### src/rtl/pcqd_pkg.sv
// Package for the paced command queue dispatcher.
// Item kinds, result codes, fixed command bytes and the train number table.
// No dependencies.
package pcqd_pkg;

  typedef enum logic [2:0] {
    KIND_TICK     = 3'd0,
    KIND_SPEED    = 3'd1,
    KIND_REVERSE  = 3'd2,
    KIND_SW_WAIT  = 3'd3,
    KIND_SW_ASYNC = 3'd4
  } kind_e;

  typedef enum logic [1:0] {
    ST_SENT    = 2'd0,
    ST_ACCEPT  = 2'd1,
    ST_FULL    = 2'd2,
    ST_UNKNOWN = 2'd3
  } status_e;

  typedef enum logic [1:0] {
    REG_SWITCH_HOLD   = 2'd0,
    REG_SOLENOID_HOLD = 2'd1,
    REG_STOP_UNIT     = 2'd2
  } reg_e;

  typedef enum logic [2:0] {
    S_IDLE,
    S_PUSH,
    S_READ,
    S_HEAD,
    S_RESULT
  } state_e;

  localparam int unsigned TRAIN_QUEUES_DEF = 6;
  localparam int unsigned QUEUE_DEPTH_DEF  = 8;
  localparam int unsigned KNOWN_TRAINS     = 6;
  localparam logic [7:0]  SINGLE_BYTE_MARK = 8'd255;
  localparam logic [7:0]  SOLENOID_OFF     = 8'd32;
  localparam logic [7:0]  REVERSE_LOW      = 8'd15;
  localparam logic [7:0]  SPEED_HIGH_BASE  = 8'd16;

  localparam logic [7:0] TRAIN_TABLE [KNOWN_TRAINS] = '{
    8'd1, 8'd24, 8'd58, 8'd74, 8'd78, 8'd79
  };

  // Stored command: bytes, hold, tag flag and tag.
  typedef struct packed {
    logic [7:0]  b0;
    logic [7:0]  b1;
    logic [15:0] delay;
    logic        tag_valid;
    logic [7:0]  tag;
  } entry_t;

endpackage

### src/rtl/paced_command_queue_dispatcher.sv
// Paced command dispatcher: per-train command FIFOs plus one switch FIFO.
// Queue entries live in one synchronous memory; uses pcqd_pkg.
//
// An enqueue item (set speed, reverse, switch) returns one status item. It holds the
// input through accept and check steps when rejected, and through accept, check, one
// write per command (1 to 3 commands) and status when accepted, plus any wait of the
// status item on the receiver. A tick item walks every queue in order, each queue
// starting from the full elapsed count: it is accepted, then each queue's head is read,
// each retired entry takes a read step and a head step, a queue whose head stays held
// takes a head step, and each command sent is emitted after the command sent before it
// is released, plus any receiver stalls. The command memory has a single read and a
// single write port. A tick result is held back until the walk shows whether another
// follows, so its last flag is known when it is presented. The next input item is taken
// once the current one is finished.
module paced_command_queue_dispatcher #(
  parameter int unsigned TRAIN_QUEUES = pcqd_pkg::TRAIN_QUEUES_DEF,
  parameter int unsigned QUEUE_DEPTH  = pcqd_pkg::QUEUE_DEPTH_DEF
) (
  input  logic        clk_i,
  input  logic        rst_ni,
  input  logic        s_axis_tvalid,
  output logic        s_axis_tready,
  // kind[2:0], elapsed[10:3], target_id[18:11], value[26:19], requester_tag[34:27]
  input  logic [39:0] s_axis_tdata,
  output logic        m_axis_tvalid,
  input  logic        m_axis_tready,
  // status[1:0], first_byte[9:2], second_byte[17:10], release_valid[18],
  // release_tag[26:19]
  output logic [31:0] m_axis_tdata,
  output logic        m_axis_tlast,
  input  logic        cfg_valid_i,
  output logic        cfg_ready_o,
  input  logic [1:0]  cfg_index_i,
  input  logic [15:0] cfg_data_i
);
  import pcqd_pkg::*;

  localparam int unsigned NQ  = TRAIN_QUEUES + 1;
  localparam int unsigned QW  = $clog2(NQ);
  localparam int unsigned PW  = (QUEUE_DEPTH > 1) ? $clog2(QUEUE_DEPTH) : 1;
  localparam int unsigned CW  = $clog2(QUEUE_DEPTH + 1);
  localparam int unsigned TW  = (TRAIN_QUEUES > 1) ? $clog2(TRAIN_QUEUES) : 1;
  localparam int unsigned AW  = QW + PW;
  localparam int unsigned MEM_DEPTH = NQ << PW;
  localparam logic [QW-1:0] SWQ = QW'(TRAIN_QUEUES);

  // Command memory, one row of 2**PW entries per queue.
  entry_t mem_q [MEM_DEPTH];
  entry_t rd_q;
  logic          we;
  logic [AW-1:0] waddr, raddr;
  entry_t        wdata;

  always_ff @(posedge clk_i) begin
    if (we) begin
      mem_q[waddr] <= wdata;
    end
    rd_q <= mem_q[raddr];
  end

  // Queue bookkeeping in flip-flops.
  logic [PW-1:0] head_q  [NQ];
  logic [CW-1:0] count_q [NQ];
  logic [NQ-1:0] sent_q;
  logic [7:0]    speed_q [TRAIN_QUEUES];
  logic [15:0]   sw_hold_q, sol_hold_q;
  logic [9:0]    unit_q;

  state_e        state_q, state_d;
  logic [2:0]    kind_q;
  logic [7:0]    dt_q, tgt_q, val_q, tag_q;
  logic [15:0]   rem_q, rem_d;
  logic [QW-1:0] qi_q, qi_d;
  logic [1:0]    pn_q, pn_d;       // pushes remaining
  logic [1:0]    pi_q, pi_d;       // push step
  logic [7:0]    s_q;              // train speed captured for reverse
  logic [15:0]   hold_q;
  logic          out_v_q, out_last_q, pend_q;
  logic [26:0]   out_q;

  // Decode train number.
  logic          t_hit;
  logic [TW-1:0] t_idx;
  always_comb begin
    t_hit = 1'b0;
    t_idx = '0;
    for (int i = 0; i < KNOWN_TRAINS; i++) begin
      if (i < TRAIN_QUEUES && !t_hit && TRAIN_TABLE[i] == tgt_q) begin
        t_hit = 1'b1;
        t_idx = TW'(i);
      end
    end
  end

  logic [QW-1:0] tq;
  assign tq = (kind_q == KIND_SW_WAIT || kind_q == KIND_SW_ASYNC) ? SWQ : QW'(t_idx);

  // Tail slot: head plus count, wrapped at the queue depth.
  logic [CW:0]   slot_sum;
  logic [PW-1:0] slot;
  logic [PW-1:0] rpos;
  assign slot_sum = (CW+1)'(head_q[tq]) + (CW+1)'(count_q[tq]);
  assign slot = (slot_sum >= (CW+1)'(QUEUE_DEPTH)) ?
                PW'(slot_sum - (CW+1)'(QUEUE_DEPTH)) : PW'(slot_sum);
  assign rpos = head_q[qi_q];

  // Output slot is free when empty or when its item leaves at this edge.
  logic          out_free;
  assign out_free = !out_v_q || (!pend_q && m_axis_tready);

  // Shared control decisions.
  logic          take, push, pop, emit_head, emit_stat, upd_delay, set_speed;
  logic          tick_done, flush_pend;
  logic [1:0]    stat;
  logic [3:0]    n_need;

  always_comb begin
    n_need = (kind_q == KIND_SPEED) ? 4'd1 : (kind_q == KIND_REVERSE) ? 4'd3 : 4'd2;
  end

  always_comb begin
    state_d    = state_q;
    qi_d       = qi_q;
    rem_d      = rem_q;
    pn_d       = pn_q;
    pi_d       = pi_q;
    take       = 1'b0;
    push       = 1'b0;
    pop        = 1'b0;
    emit_head  = 1'b0;
    emit_stat  = 1'b0;
    upd_delay  = 1'b0;
    set_speed  = 1'b0;
    tick_done  = 1'b0;
    flush_pend = 1'b0;
    stat       = ST_ACCEPT;
    wdata      = '0;
    waddr      = {tq, slot};
    raddr      = {qi_q, rpos};
    unique case (state_q)
      S_IDLE: begin
        if (s_axis_tvalid) begin
          take = 1'b1;
          unique case (s_axis_tdata[2:0])
            KIND_TICK: begin
              state_d = S_READ;
              qi_d    = '0;
              rem_d   = 16'(s_axis_tdata[10:3]);
            end
            KIND_SPEED, KIND_REVERSE, KIND_SW_WAIT, KIND_SW_ASYNC: state_d = S_PUSH;
            default: state_d = S_IDLE;
          endcase
          pi_d = '0;
        end
      end
      // Check the request, then write one entry a cycle.
      S_PUSH: begin
        if (pi_q == 2'd0 && pn_q == 2'd0) begin
          if (kind_q != KIND_SW_WAIT && kind_q != KIND_SW_ASYNC && !t_hit) begin
            stat = ST_UNKNOWN;
          end else if ((CW'(QUEUE_DEPTH) - count_q[tq]) < CW'(n_need)) begin
            stat = ST_FULL;
          end
          if (stat != ST_ACCEPT) begin
            if (out_free) begin
              emit_stat = 1'b1;
              state_d   = S_IDLE;
            end
          end else begin
            pn_d = 2'(n_need);
          end
        end else begin
          push = 1'b1;
          pn_d = pn_q - 2'd1;
          pi_d = pi_q + 2'd1;
          unique case (kind_q)
            KIND_SPEED: begin
              wdata.b0  = val_q;
              wdata.b1  = tgt_q;
              set_speed = 1'b1;
            end
            KIND_REVERSE: begin
              wdata.b1 = tgt_q;
              unique case (pi_q)
                2'd0: begin
                  wdata.b0    = (s_q > REVERSE_LOW) ? SPEED_HIGH_BASE : 8'd0;
                  wdata.delay = hold_q;
                end
                2'd1: wdata.b0 = (s_q > REVERSE_LOW) ? 8'd31 : REVERSE_LOW;
                default: wdata.b0 = s_q;
              endcase
            end
            default: begin
              if (pi_q == 2'd0) begin
                wdata.b0    = val_q;
                wdata.b1    = tgt_q;
                wdata.delay = sw_hold_q;
              end else begin
                wdata.b0        = SOLENOID_OFF;
                wdata.b1        = SINGLE_BYTE_MARK;
                wdata.delay     = sol_hold_q;
                wdata.tag_valid = (kind_q == KIND_SW_WAIT);
                wdata.tag       = (kind_q == KIND_SW_WAIT) ? tag_q : 8'd0;
              end
            end
          endcase
          if (pn_q == 2'd1) begin
            state_d = S_RESULT;
          end
        end
      end
      S_RESULT: begin
        if (out_free) begin
          emit_stat = 1'b1;
          state_d   = S_IDLE;
        end
      end
      // Tick walk: read the head of queue qi; each queue starts with the full count.
      S_READ: begin
        if (count_q[qi_q] == '0) begin
          if (qi_q == SWQ) begin
            tick_done = 1'b1;
            state_d   = S_IDLE;
          end else begin
            qi_d  = qi_q + QW'(1);
            rem_d = 16'(dt_q);
          end
        end else begin
          state_d = S_HEAD;
        end
      end
      S_HEAD: begin
        waddr = {qi_q, rpos};
        if (!sent_q[qi_q]) begin
          // Release the held result first, then send this head.
          if (pend_q) begin
            flush_pend = 1'b1;
          end else if (out_free) begin
            emit_head = 1'b1;
          end
        end else if (rd_q.delay <= rem_q) begin
          rem_d   = rem_q - rd_q.delay;
          pop     = 1'b1;
          state_d = S_READ;
        end else begin
          upd_delay = 1'b1;
          wdata     = rd_q;
          wdata.delay = rd_q.delay - rem_q;
          state_d   = S_READ;
          if (qi_q == SWQ) begin
            tick_done = 1'b1;
            state_d   = S_IDLE;
          end else begin
            qi_d  = qi_q + QW'(1);
            rem_d = 16'(dt_q);
          end
        end
      end
      default: state_d = S_IDLE;
    endcase
  end

  assign we = push || upd_delay;
  assign s_axis_tready = (state_q == S_IDLE);
  assign cfg_ready_o   = 1'b1;

  // Control registers.
  always_ff @(posedge clk_i or negedge rst_ni) begin
    if (!rst_ni) begin
      state_q    <= S_IDLE;
      qi_q       <= '0;
      rem_q      <= '0;
      pn_q       <= '0;
      pi_q       <= '0;
      sent_q     <= '0;
      out_v_q    <= 1'b0;
      out_last_q <= 1'b0;
      pend_q     <= 1'b0;
      sw_hold_q  <= 16'd20;
      sol_hold_q <= 16'd15;
      unit_q     <= 10'd100;
      for (int i = 0; i < NQ; i++) begin
        head_q[i]  <= '0;
        count_q[i] <= '0;
      end
      for (int i = 0; i < TRAIN_QUEUES; i++) begin
        speed_q[i] <= '0;
      end
    end else begin
      state_q <= state_d;
      qi_q    <= qi_d;
      rem_q   <= rem_d;
      pn_q    <= pn_d;
      pi_q    <= pi_d;
      if (cfg_valid_i) begin
        case (cfg_index_i)
          REG_SWITCH_HOLD:   sol_hold_q <= sol_hold_q;
          default: ;
        endcase
        case (cfg_index_i)
          REG_SWITCH_HOLD:   sw_hold_q  <= cfg_data_i;
          REG_SOLENOID_HOLD: sol_hold_q <= cfg_data_i;
          REG_STOP_UNIT:     unit_q     <= cfg_data_i[9:0];
          default: ;
        endcase
      end
      if (push) begin
        count_q[tq] <= count_q[tq] + CW'(1);
      end
      if (set_speed) begin
        speed_q[t_idx] <= val_q;
      end
      if (emit_head) begin
        sent_q[qi_q] <= 1'b1;
      end
      if (pop) begin
        head_q[qi_q]  <= (head_q[qi_q] == PW'(QUEUE_DEPTH - 1)) ? '0 :
                         head_q[qi_q] + PW'(1);
        count_q[qi_q] <= count_q[qi_q] - CW'(1);
        sent_q[qi_q]  <= 1'b0;
      end
      // Output register; a tick result stays held until the walk shows
      // whether another result follows it.
      if (emit_head || emit_stat) begin
        out_v_q    <= 1'b1;
        out_last_q <= emit_stat;
        pend_q     <= emit_head;
      end else if (pend_q) begin
        if (tick_done || flush_pend) begin
          pend_q     <= 1'b0;
          out_last_q <= tick_done;
        end
      end else if (m_axis_tready) begin
        out_v_q <= 1'b0;
      end
    end
  end

  // Item fields and output payload.
  logic [7:0] sp_sel;
  assign sp_sel = speed_q[t_idx];

  always_ff @(posedge clk_i) begin
    if (take) begin
      kind_q <= s_axis_tdata[2:0];
      dt_q   <= s_axis_tdata[10:3];
      tgt_q  <= s_axis_tdata[18:11];
      val_q  <= s_axis_tdata[26:19];
      tag_q  <= s_axis_tdata[34:27];
    end
    if (state_q == S_PUSH && pi_q == 2'd0 && pn_q == 2'd0) begin
      s_q    <= sp_sel;
      hold_q <= 16'((6'(sp_sel[3:2]) + 6'd2) * 16'(unit_q));
    end
    if (emit_stat) begin
      out_q <= {19'd0, stat};
    end else if (emit_head) begin
      out_q <= {rd_q.tag_valid ? rd_q.tag : 8'd0, rd_q.tag_valid, rd_q.b1, rd_q.b0,
                ST_SENT};
    end
  end

  assign m_axis_tvalid = out_v_q && !pend_q;
  assign m_axis_tlast  = out_last_q;
  assign m_axis_tdata  = {5'd0, out_q};

  property p_enq_one_result;
    @(posedge clk_i) disable iff (!rst_ni)
      emit_stat |-> !emit_head;
  endproperty
  assert property (p_enq_one_result) else $error("status and command emitted together");

  property p_no_overflow;
    @(posedge clk_i) disable iff (!rst_ni)
      push |-> count_q[tq] < CW'(QUEUE_DEPTH);
  endproperty
  assert property (p_no_overflow) else $error("push into a full queue");

  property p_pop_nonempty;
    @(posedge clk_i) disable iff (!rst_ni)
      pop |-> count_q[qi_q] != '0 && sent_q[qi_q];
  endproperty
  assert property (p_pop_nonempty) else $error("pop of empty or unsent head");

  property p_out_stable;
    @(posedge clk_i) disable iff (!rst_ni)
      m_axis_tvalid && !m_axis_tready |=>
        m_axis_tvalid && $stable(m_axis_tdata) && $stable(m_axis_tlast);
  endproperty
  assert property (p_out_stable) else $error("result changed while waiting");

endmodule
### config.mk
export PLATFORM = sky130hd
export DESIGN_NAME = paced_command_queue_dispatcher
export DESIGN_NICKNAME = d
export VERILOG_FILES = /design/src/rtl/pcqd_pkg.sv /design/src/rtl/paced_command_queue_dispatcher.sv
export SDC_FILE = /design/constraint.sdc
export NUM_CORES = 2
export LEC_CHECK = 0
export ABC_AREA = 1
export BUFFER_PORTS_ARGS = -buffer_cell sky130_fd_sc_hd__buf_2
export CAP_MARGIN = 20
export CORE_MARGIN = 2
export CORE_UTILIZATION = 40
export DETAILED_ROUTE_END_ITERATION = 12
export SLEW_MARGIN = 20
export SYNTH_ARGS = -nofsm -noshare
export SYNTH_HDL_FRONTEND = slang
export SYNTH_SLANG_ARGS = --single-unit
### constraint.sdc
create_clock -name clk_i -period 8.2 [get_ports clk_i]
set_clock_uncertainty 0.2 [all_clocks]
set_input_delay 0.41 -clock clk_i [delete_from_list [all_inputs] [get_ports clk_i]]
set_output_delay 0.41 -clock clk_i [all_outputs]
set_load 0.005 [all_outputs]
# Word-level counts from Yosys, hierarchy flattened
# Memories as Yosys holds them, arrays and structs flattened. A register that Yosys moved wholly into a read port is not among the register bits.
# Cells that the tools add are included.
[op_classes]
add_sub_neg = 12
mul = 1
n_div = 0
magnitude_cmp = 12
eq_ne = 38
n_shift = 0
muxes = 145
bitwise = 6
n_reduce_logical = 53
[ops]
columns = ["operator", "count"]
rows = [
  ["$mux 41", 3],
  ["$mux 16", 7],
  ["$pmux 41 s2", 1],
  ["$mux 3", 24],
  ["$pmux 16 s2", 2],
  ["$bwmux 28", 2],
  ["$mux 28", 2],
  ["$bwmux 48", 1],
  ["$pmux 16 s3", 1],
  ["$mux 1", 47],
  ["$mux 8", 5],
  ["$mux 2", 17],
  ["$mux 32", 1],
  ["$sub 16x16->16", 2],
  ["$bmux 4 s3", 2],
  ["$bmux 8 s3", 1],
  ["$demux 4 s3", 2],
  ["$demux 8 s3", 1],
  ["$eq 7x8->1 const A", 3],
  ["$mux 4", 6],
  ["$bwmux 21", 1],
  ["$bmux 3 s3", 2],
  ["$eq 3x2->1 const B", 6],
  ["$mux 9", 2],
  ["58 further kinds", 126],
]
[totals]
register_bits = 261
latchBits = 0
mem_bits_rw = 2296
rom_bits = 0
in_bits = 63
out_inout_bits = 36
word_cells = 309
memories = 1
[mem_list]
columns = ["memory", "words", "width", "rd", "rd_clocked_by_memory_dff", "write_ports", "line", "text"]
rows = [
  ["mem_q", 56, 41, 1, 1, 1, "paced_command_queue_dispatcher.sv:48", "entry_t mem_q [MEM_DEPTH];"],
]

# Logic depth before layout (Yosys ltp)
[depth]
ltp_word = 35
depth_mapped = 28
mapped_depth_nobuf = 25

# Worst setup path before layout
# Ideal clock, no wire load.
[synth_timing]
kind = "register to register"
from = "register pi_q[1]"
to = "memory mem_q[0][35] (netlist bit), data pin"
setup_ps = 910
t_arrival_ps = 5455
required_ps = 7090
setup_slack_ps = 1635
stages_incl_launch_ff = 11
path_buffers = 1
synth_period_minus_slack_ps = 6565
path_cell_list = "dfrtp_1 > inv_1 > ha_1 > clkbuf_1 > nand2_1 > inv_1 > nor2_1 > inv_2 > nor2_1 > clkinv_1 > o311ai_0"
[synth_lines]
columns = ["item", "line", "text"]
rows = [
  ["from (decl)", "paced_command_queue_dispatcher.sv:75", "logic [1:0] pi_q, pi_d;"],
  ["from (signal assigned)", "paced_command_queue_dispatcher.sv:294", "pi_q <= pi_d;"],
  ["to (decl)", "paced_command_queue_dispatcher.sv:48", ""],
]

# Final worst setup path
[layout_timing]
from = "register qi_q[0]"
to = "memory mem_q[54][28] (netlist bit) (enable)"
[layout_between]
elab_chain_cells = 7
word_cells_on_any_way = 12
classes_between = "mux (10); bitwise (1); reduce/logical (1)"
[layout_rtl]
columns = ["item", "line", "text"]
rows = [
  ["from (decl)", "paced_command_queue_dispatcher.sv:73", "logic [QW-1:0] qi_q, qi_d;"],
  ["from (signal assigned)", "paced_command_queue_dispatcher.sv:291", "qi_q <= qi_d;"],
  ["$bmux 1 s3", "paced_command_queue_dispatcher.sv:234", "if (!sent_q[qi_q]) begin"],
  ["$mux 1 (implied by the code)", "paced_command_queue_dispatcher.sv:234", ""],
  ["$mux 1", "paced_command_queue_dispatcher.sv:234", ""],
  ["$mux 1", "paced_command_queue_dispatcher.sv:140", "unique case (state_q)"],
  ["$logic_or 1x1->1", "paced_command_queue_dispatcher.sv:263", "assign we = push || upd_delay;"],
  ["$mux 1", "paced_command_queue_dispatcher.sv:55", "if (we) begin"],
  ["$mux 1 (implied by the code)", "paced_command_queue_dispatcher.sv:56", "mem_q[waddr] <= wdata;"],
]
# Parallel ways exist; a longest one is shown, timed or not. The select of a mux whose other input is x is not followed.

==> results.sh <==
export IMPL_grt_setup_unrepaired="no"
export IMPL_drive_gt1_share_pct=9.434
export IMPL_cp_data_arrival_time_ns=6.96
export IMPL_track_usage_pct=22.20
export IMPL_worstMarginPinSlew_ns=1.139
export IMPL_fin_tns_setup_ns=0
export IMPL_cts_sinks=2595
export IMPL_setup_viol=0
export IMPL_required_ns=8.58
export IMPL_gp_congestion=0.8837
export IMPL_synth_area_sq_um=105000
export IMPL_drtAntennaViolNets=0
export IMPL_drc=0
export IMPL_cpMaxStageDelayCell="dfrtp_4"
export IMPL_syn_to_final_growth_pct=13.60
export IMPL_crit_path_frequent_cell="nand2_1"
export IMPL_min_period_ns=6.583
export IMPL_max_slew_margin_pct=23.87
export IMPL_root_buffer="clkbuf_16"
export IMPL_worst_hold_path_type="in2reg"
export IMPL_outcome="finished, final reports clean"
export IMPL_initial_core_util_pct=40.13
export IMPL_avgViaCountPerCell=5.851
export IMPL_cpPeakStageDelay_ns=1.03
export IMPL_timing_fmax_mhz=151.9
export IMPL_path_max_fanout=97
export IMPL_crit_path_end_kind="flop"
export IMPL_path_class="reg2reg"
export IMPL_drt_iter0_drc=8506
export IMPL_period_share_pct=80.28
export IMPL_ys_ff_latch=2595
export IMPL_hold_viol=0
export IMPL_overflow=0
export IMPL_port_buffers=87
export IMPL_path_cells="inv_6, nand2_1, o21ai_0, nor3_2, nand3_4, inv_8, nand2_1, o21ai_2, nand3_2, nor2_4, buf_4"
export IMPL_setup_worst_path_start_class="flop"
export IMPL_coreArea_sq_um=261600
export IMPL_die_h_microns=516.2
export IMPL_grt_start_max_net_pins=251
export IMPL_finalWirelength_microns=303600
export IMPL_maxCapViolCount=0
export IMPL_worstSkewPairLatency_ns=0.94
export IMPL_critical_path_top_delay_family="simple AND/OR/NAND/NOR gates"
export IMPL_synth_seq_area_share_pct=72.79
export IMPL_grt_pass1_wl_microns=443100
export IMPL_ys_flop_type="edfxtp_1"
export IMPL_cts_max_path_buffers=4
export IMPL_synthCells=8215
export IMPL_die_width_microns=516.2
export IMPL_synth_edf_count=2354
export IMPL_rows=188
export IMPL_clkTransAtPathRegs_ns=0.06
export IMPL_vias=70190
export IMPL_slew_violations=0
export IMPL_dieArea_sq_um=266500
export IMPL_synth_warnings=0
export IMPL_cts_made_buffers=288
export IMPL_num_io_pins=99
export IMPL_cts_tree="built"
export IMPL_crit_buf_inv=3
export IMPL_fin_nets=8408
export IMPL_wl_per_cell_microns=25.31
export IMPL_antenna_found_initial=7
export IMPL_synth_cell_type_count=68
export IMPL_async_flop_share_pct=6.744
export IMPL_avgSynthCellArea_sq_um=12.78
export IMPL_place_hpwl_microns=168500
export IMPL_grt_pass1_vias=67140
export IMPL_firstDrtPassIters=6
export IMPL_cts_htree_levels=5
## layout by cell type, fill, tap and decap left out, types with 11 or more instances in the layout
cell type      count
ha_1              60
bufinv_16         12
inv_1            203
a31oi_1           11
a21oi_1          117
o211ai_1          19
edfxtp_1        2354
inv_2             20
dlygate4sd3_1     88
dfxtp_1           66
o221ai_4          13
mux2i_1           14
nor2_4            60
nand4_1           64
dfrtp_1          165
clkinv_1          53
clkbuf_1          83
buf_4            145
a21o_1            14
nor2_1          1299
o22ai_1           32
o21ai_0         1289
buf_12            18
buf_2             86
clkbuf_16        294
xnor2_1           12
nand2_1          634
nor3_1            14
nand3_1          336
xor2_1            27
clkinv_2          35
nand2_2           13
o221ai_1         570
o21ai_1           99
## through the flow
stage / cell area, sq um / hold slack, ns / setup WS (ns) / utilization [%] / std cells
3_3_place_gp: 109700 / 0.2503 / 1.710 / 41.92 / 11410
2_1_floorplan: 105000 / -0.08559 / 1.635 / - / 8220
3_5_place_dp: 109700 / 0.2546 / 1.608 / 41.92 / 11410
4_1_cts: 119200 / 0.005332 / 1.576 / 45.57 / 11990
5_1_grt: 119200 / 0.02836 / 1.398 / 45.58 / 12000
6_report: 119200 / 0.03083 / 1.617 / 45.58 / 12000
## per-layer routing
metal	wire, microns	vias up	global-route usage (%)	part of all wire [%]
li1	-	30810	-	-
met1	129100	35700	31.50	43
met2	140500	3155	35.18	46
met3	25910	520	3.615	8.5
met4	8090	2	6.438	2.7
met5	7	-	0	0.0023
## worst reg2reg max path, stage by stage, from the launching register on
cell and delay [ns]:
dfrtp_4 1.03, inv_6 0.51, nand2_1 0.53, o21ai_0 0.17, nor3_2 0.19, nand3_4 0.52, inv_8 0.77, nand2_1 0.16
o21ai_2 0.22, nand3_2 0.54, nor2_4 0.90, buf_4 0.49
## synth_stat cells, drive strengths merged, types with 3 or more instances
cell / n / area (sq um)
a211oi: 4 / 30.03
a21o: 14 / 105.1
a21oi: 117 / 585.6
a22oi: 6 / 45.04
a31oi: 11 / 68.82
a32o: 9 / 90.09
a32oi: 4 / 35.03
buf: 197 / 1030
clkbuf: 373 / 1401
clkinv: 10 / 40.04
dfrtp: 166 / 4154
dfstp: 9 / 236.5
dfxtp: 66 / 1321
edfxtp: 2354 / 70690
fa: 5 / 100.1
ha: 61 / 763.2
inv: 227 / 852.1
mux2i: 14 / 140.1
nand2: 652 / 2500
nand3: 352 / 1877
nand4: 64 / 400.4
nor2: 1369 / 5179
nor3: 18 / 116.4
o2111ai: 4 / 35.03
o211ai: 19 / 142.6
o21a: 7 / 52.55
o21ai: 1392 / 6989
o221a: 3 / 33.78
o221ai: 583 / 5106
o22ai: 32 / 200.2
o311ai: 4 / 35.03
o31ai: 5 / 37.54
o32ai: 5 / 43.79
xnor2: 12 / 105.1
xor2: 29 / 269.0
## cell families (layout without fill, tap and decap cells)
logic type                 Yosys count  count (layout)  share of synthesized area (%)
DFF                               2595            2595                          72.79
and+or+nand+nor                   2461            2461                          9.641
AOI/OAI and AO/OA                 2229            2229                          13.08
buffers and inverters              807            1067                          3.166
adders and majority gates           66              66                         0.8226
xor gates and xnor gates            41              41                         0.3564
muxes                               14              14                         0.1335
other                                2               9                       0.007155
## final timing paths
kind / from / endpoint / slack, ns / cells past startpoint
max in group asynchronous: rst_ni / unit_q[0] / 5.81 / 5
setup / recovery: qi_q[0] / mem_q[54][28] / 1.62 / 11
hold / removal: cfg_index_i[1] / sol_hold_q[1] / 0.03 / 4
setup reg to reg: qi_q[0] / mem_q[54][28] / 1.62 / 11
min in group asynchronous: rst_ni / out_v_q / 0.44 / 4
hold reg to reg: out_q[24] / out_q[24] / 0.26 / 2
## timing repair
| item | CTS | global route |
|---|---|---|
| gates resized for setup | 0 | 0 |
| hold endpoints to repair | 159 | 0 |
| setup buffers | 0 | 0 |
| hold buffers | 89 | 0 |
## state kept, by name (all words and copies together) (netlist names), 10 cells and up, named ones only
signal and cells:
count_q 28, sol_hold_q 16, mem_q 2296, speed_q 48
rd_q 41, unit_q 10, sw_hold_q 16, rem_q 16
head_q 21, hold_q 13, out_q 27
## cell type report
| type | count | area (sq um) |
|---|---|---|
| inverter | 237 | 919.6 |
| tap | 3515 | 4398 |
| antenna | 2 | 5.005 |
| multi-input combinational | 4818 | 26080 |
| timing repair buffer | 339 | 2799 |
| sequential | 2595 | 76400 |
| fill | 23070 | 142300 |
| clock buffer | 386 | 7792 |
| clock inverter | 105 | 835.8 |
Power is left out: the tool's default activity adds up to more than one toggle a clock period on the data nets, which glitch-free logic cannot reach.
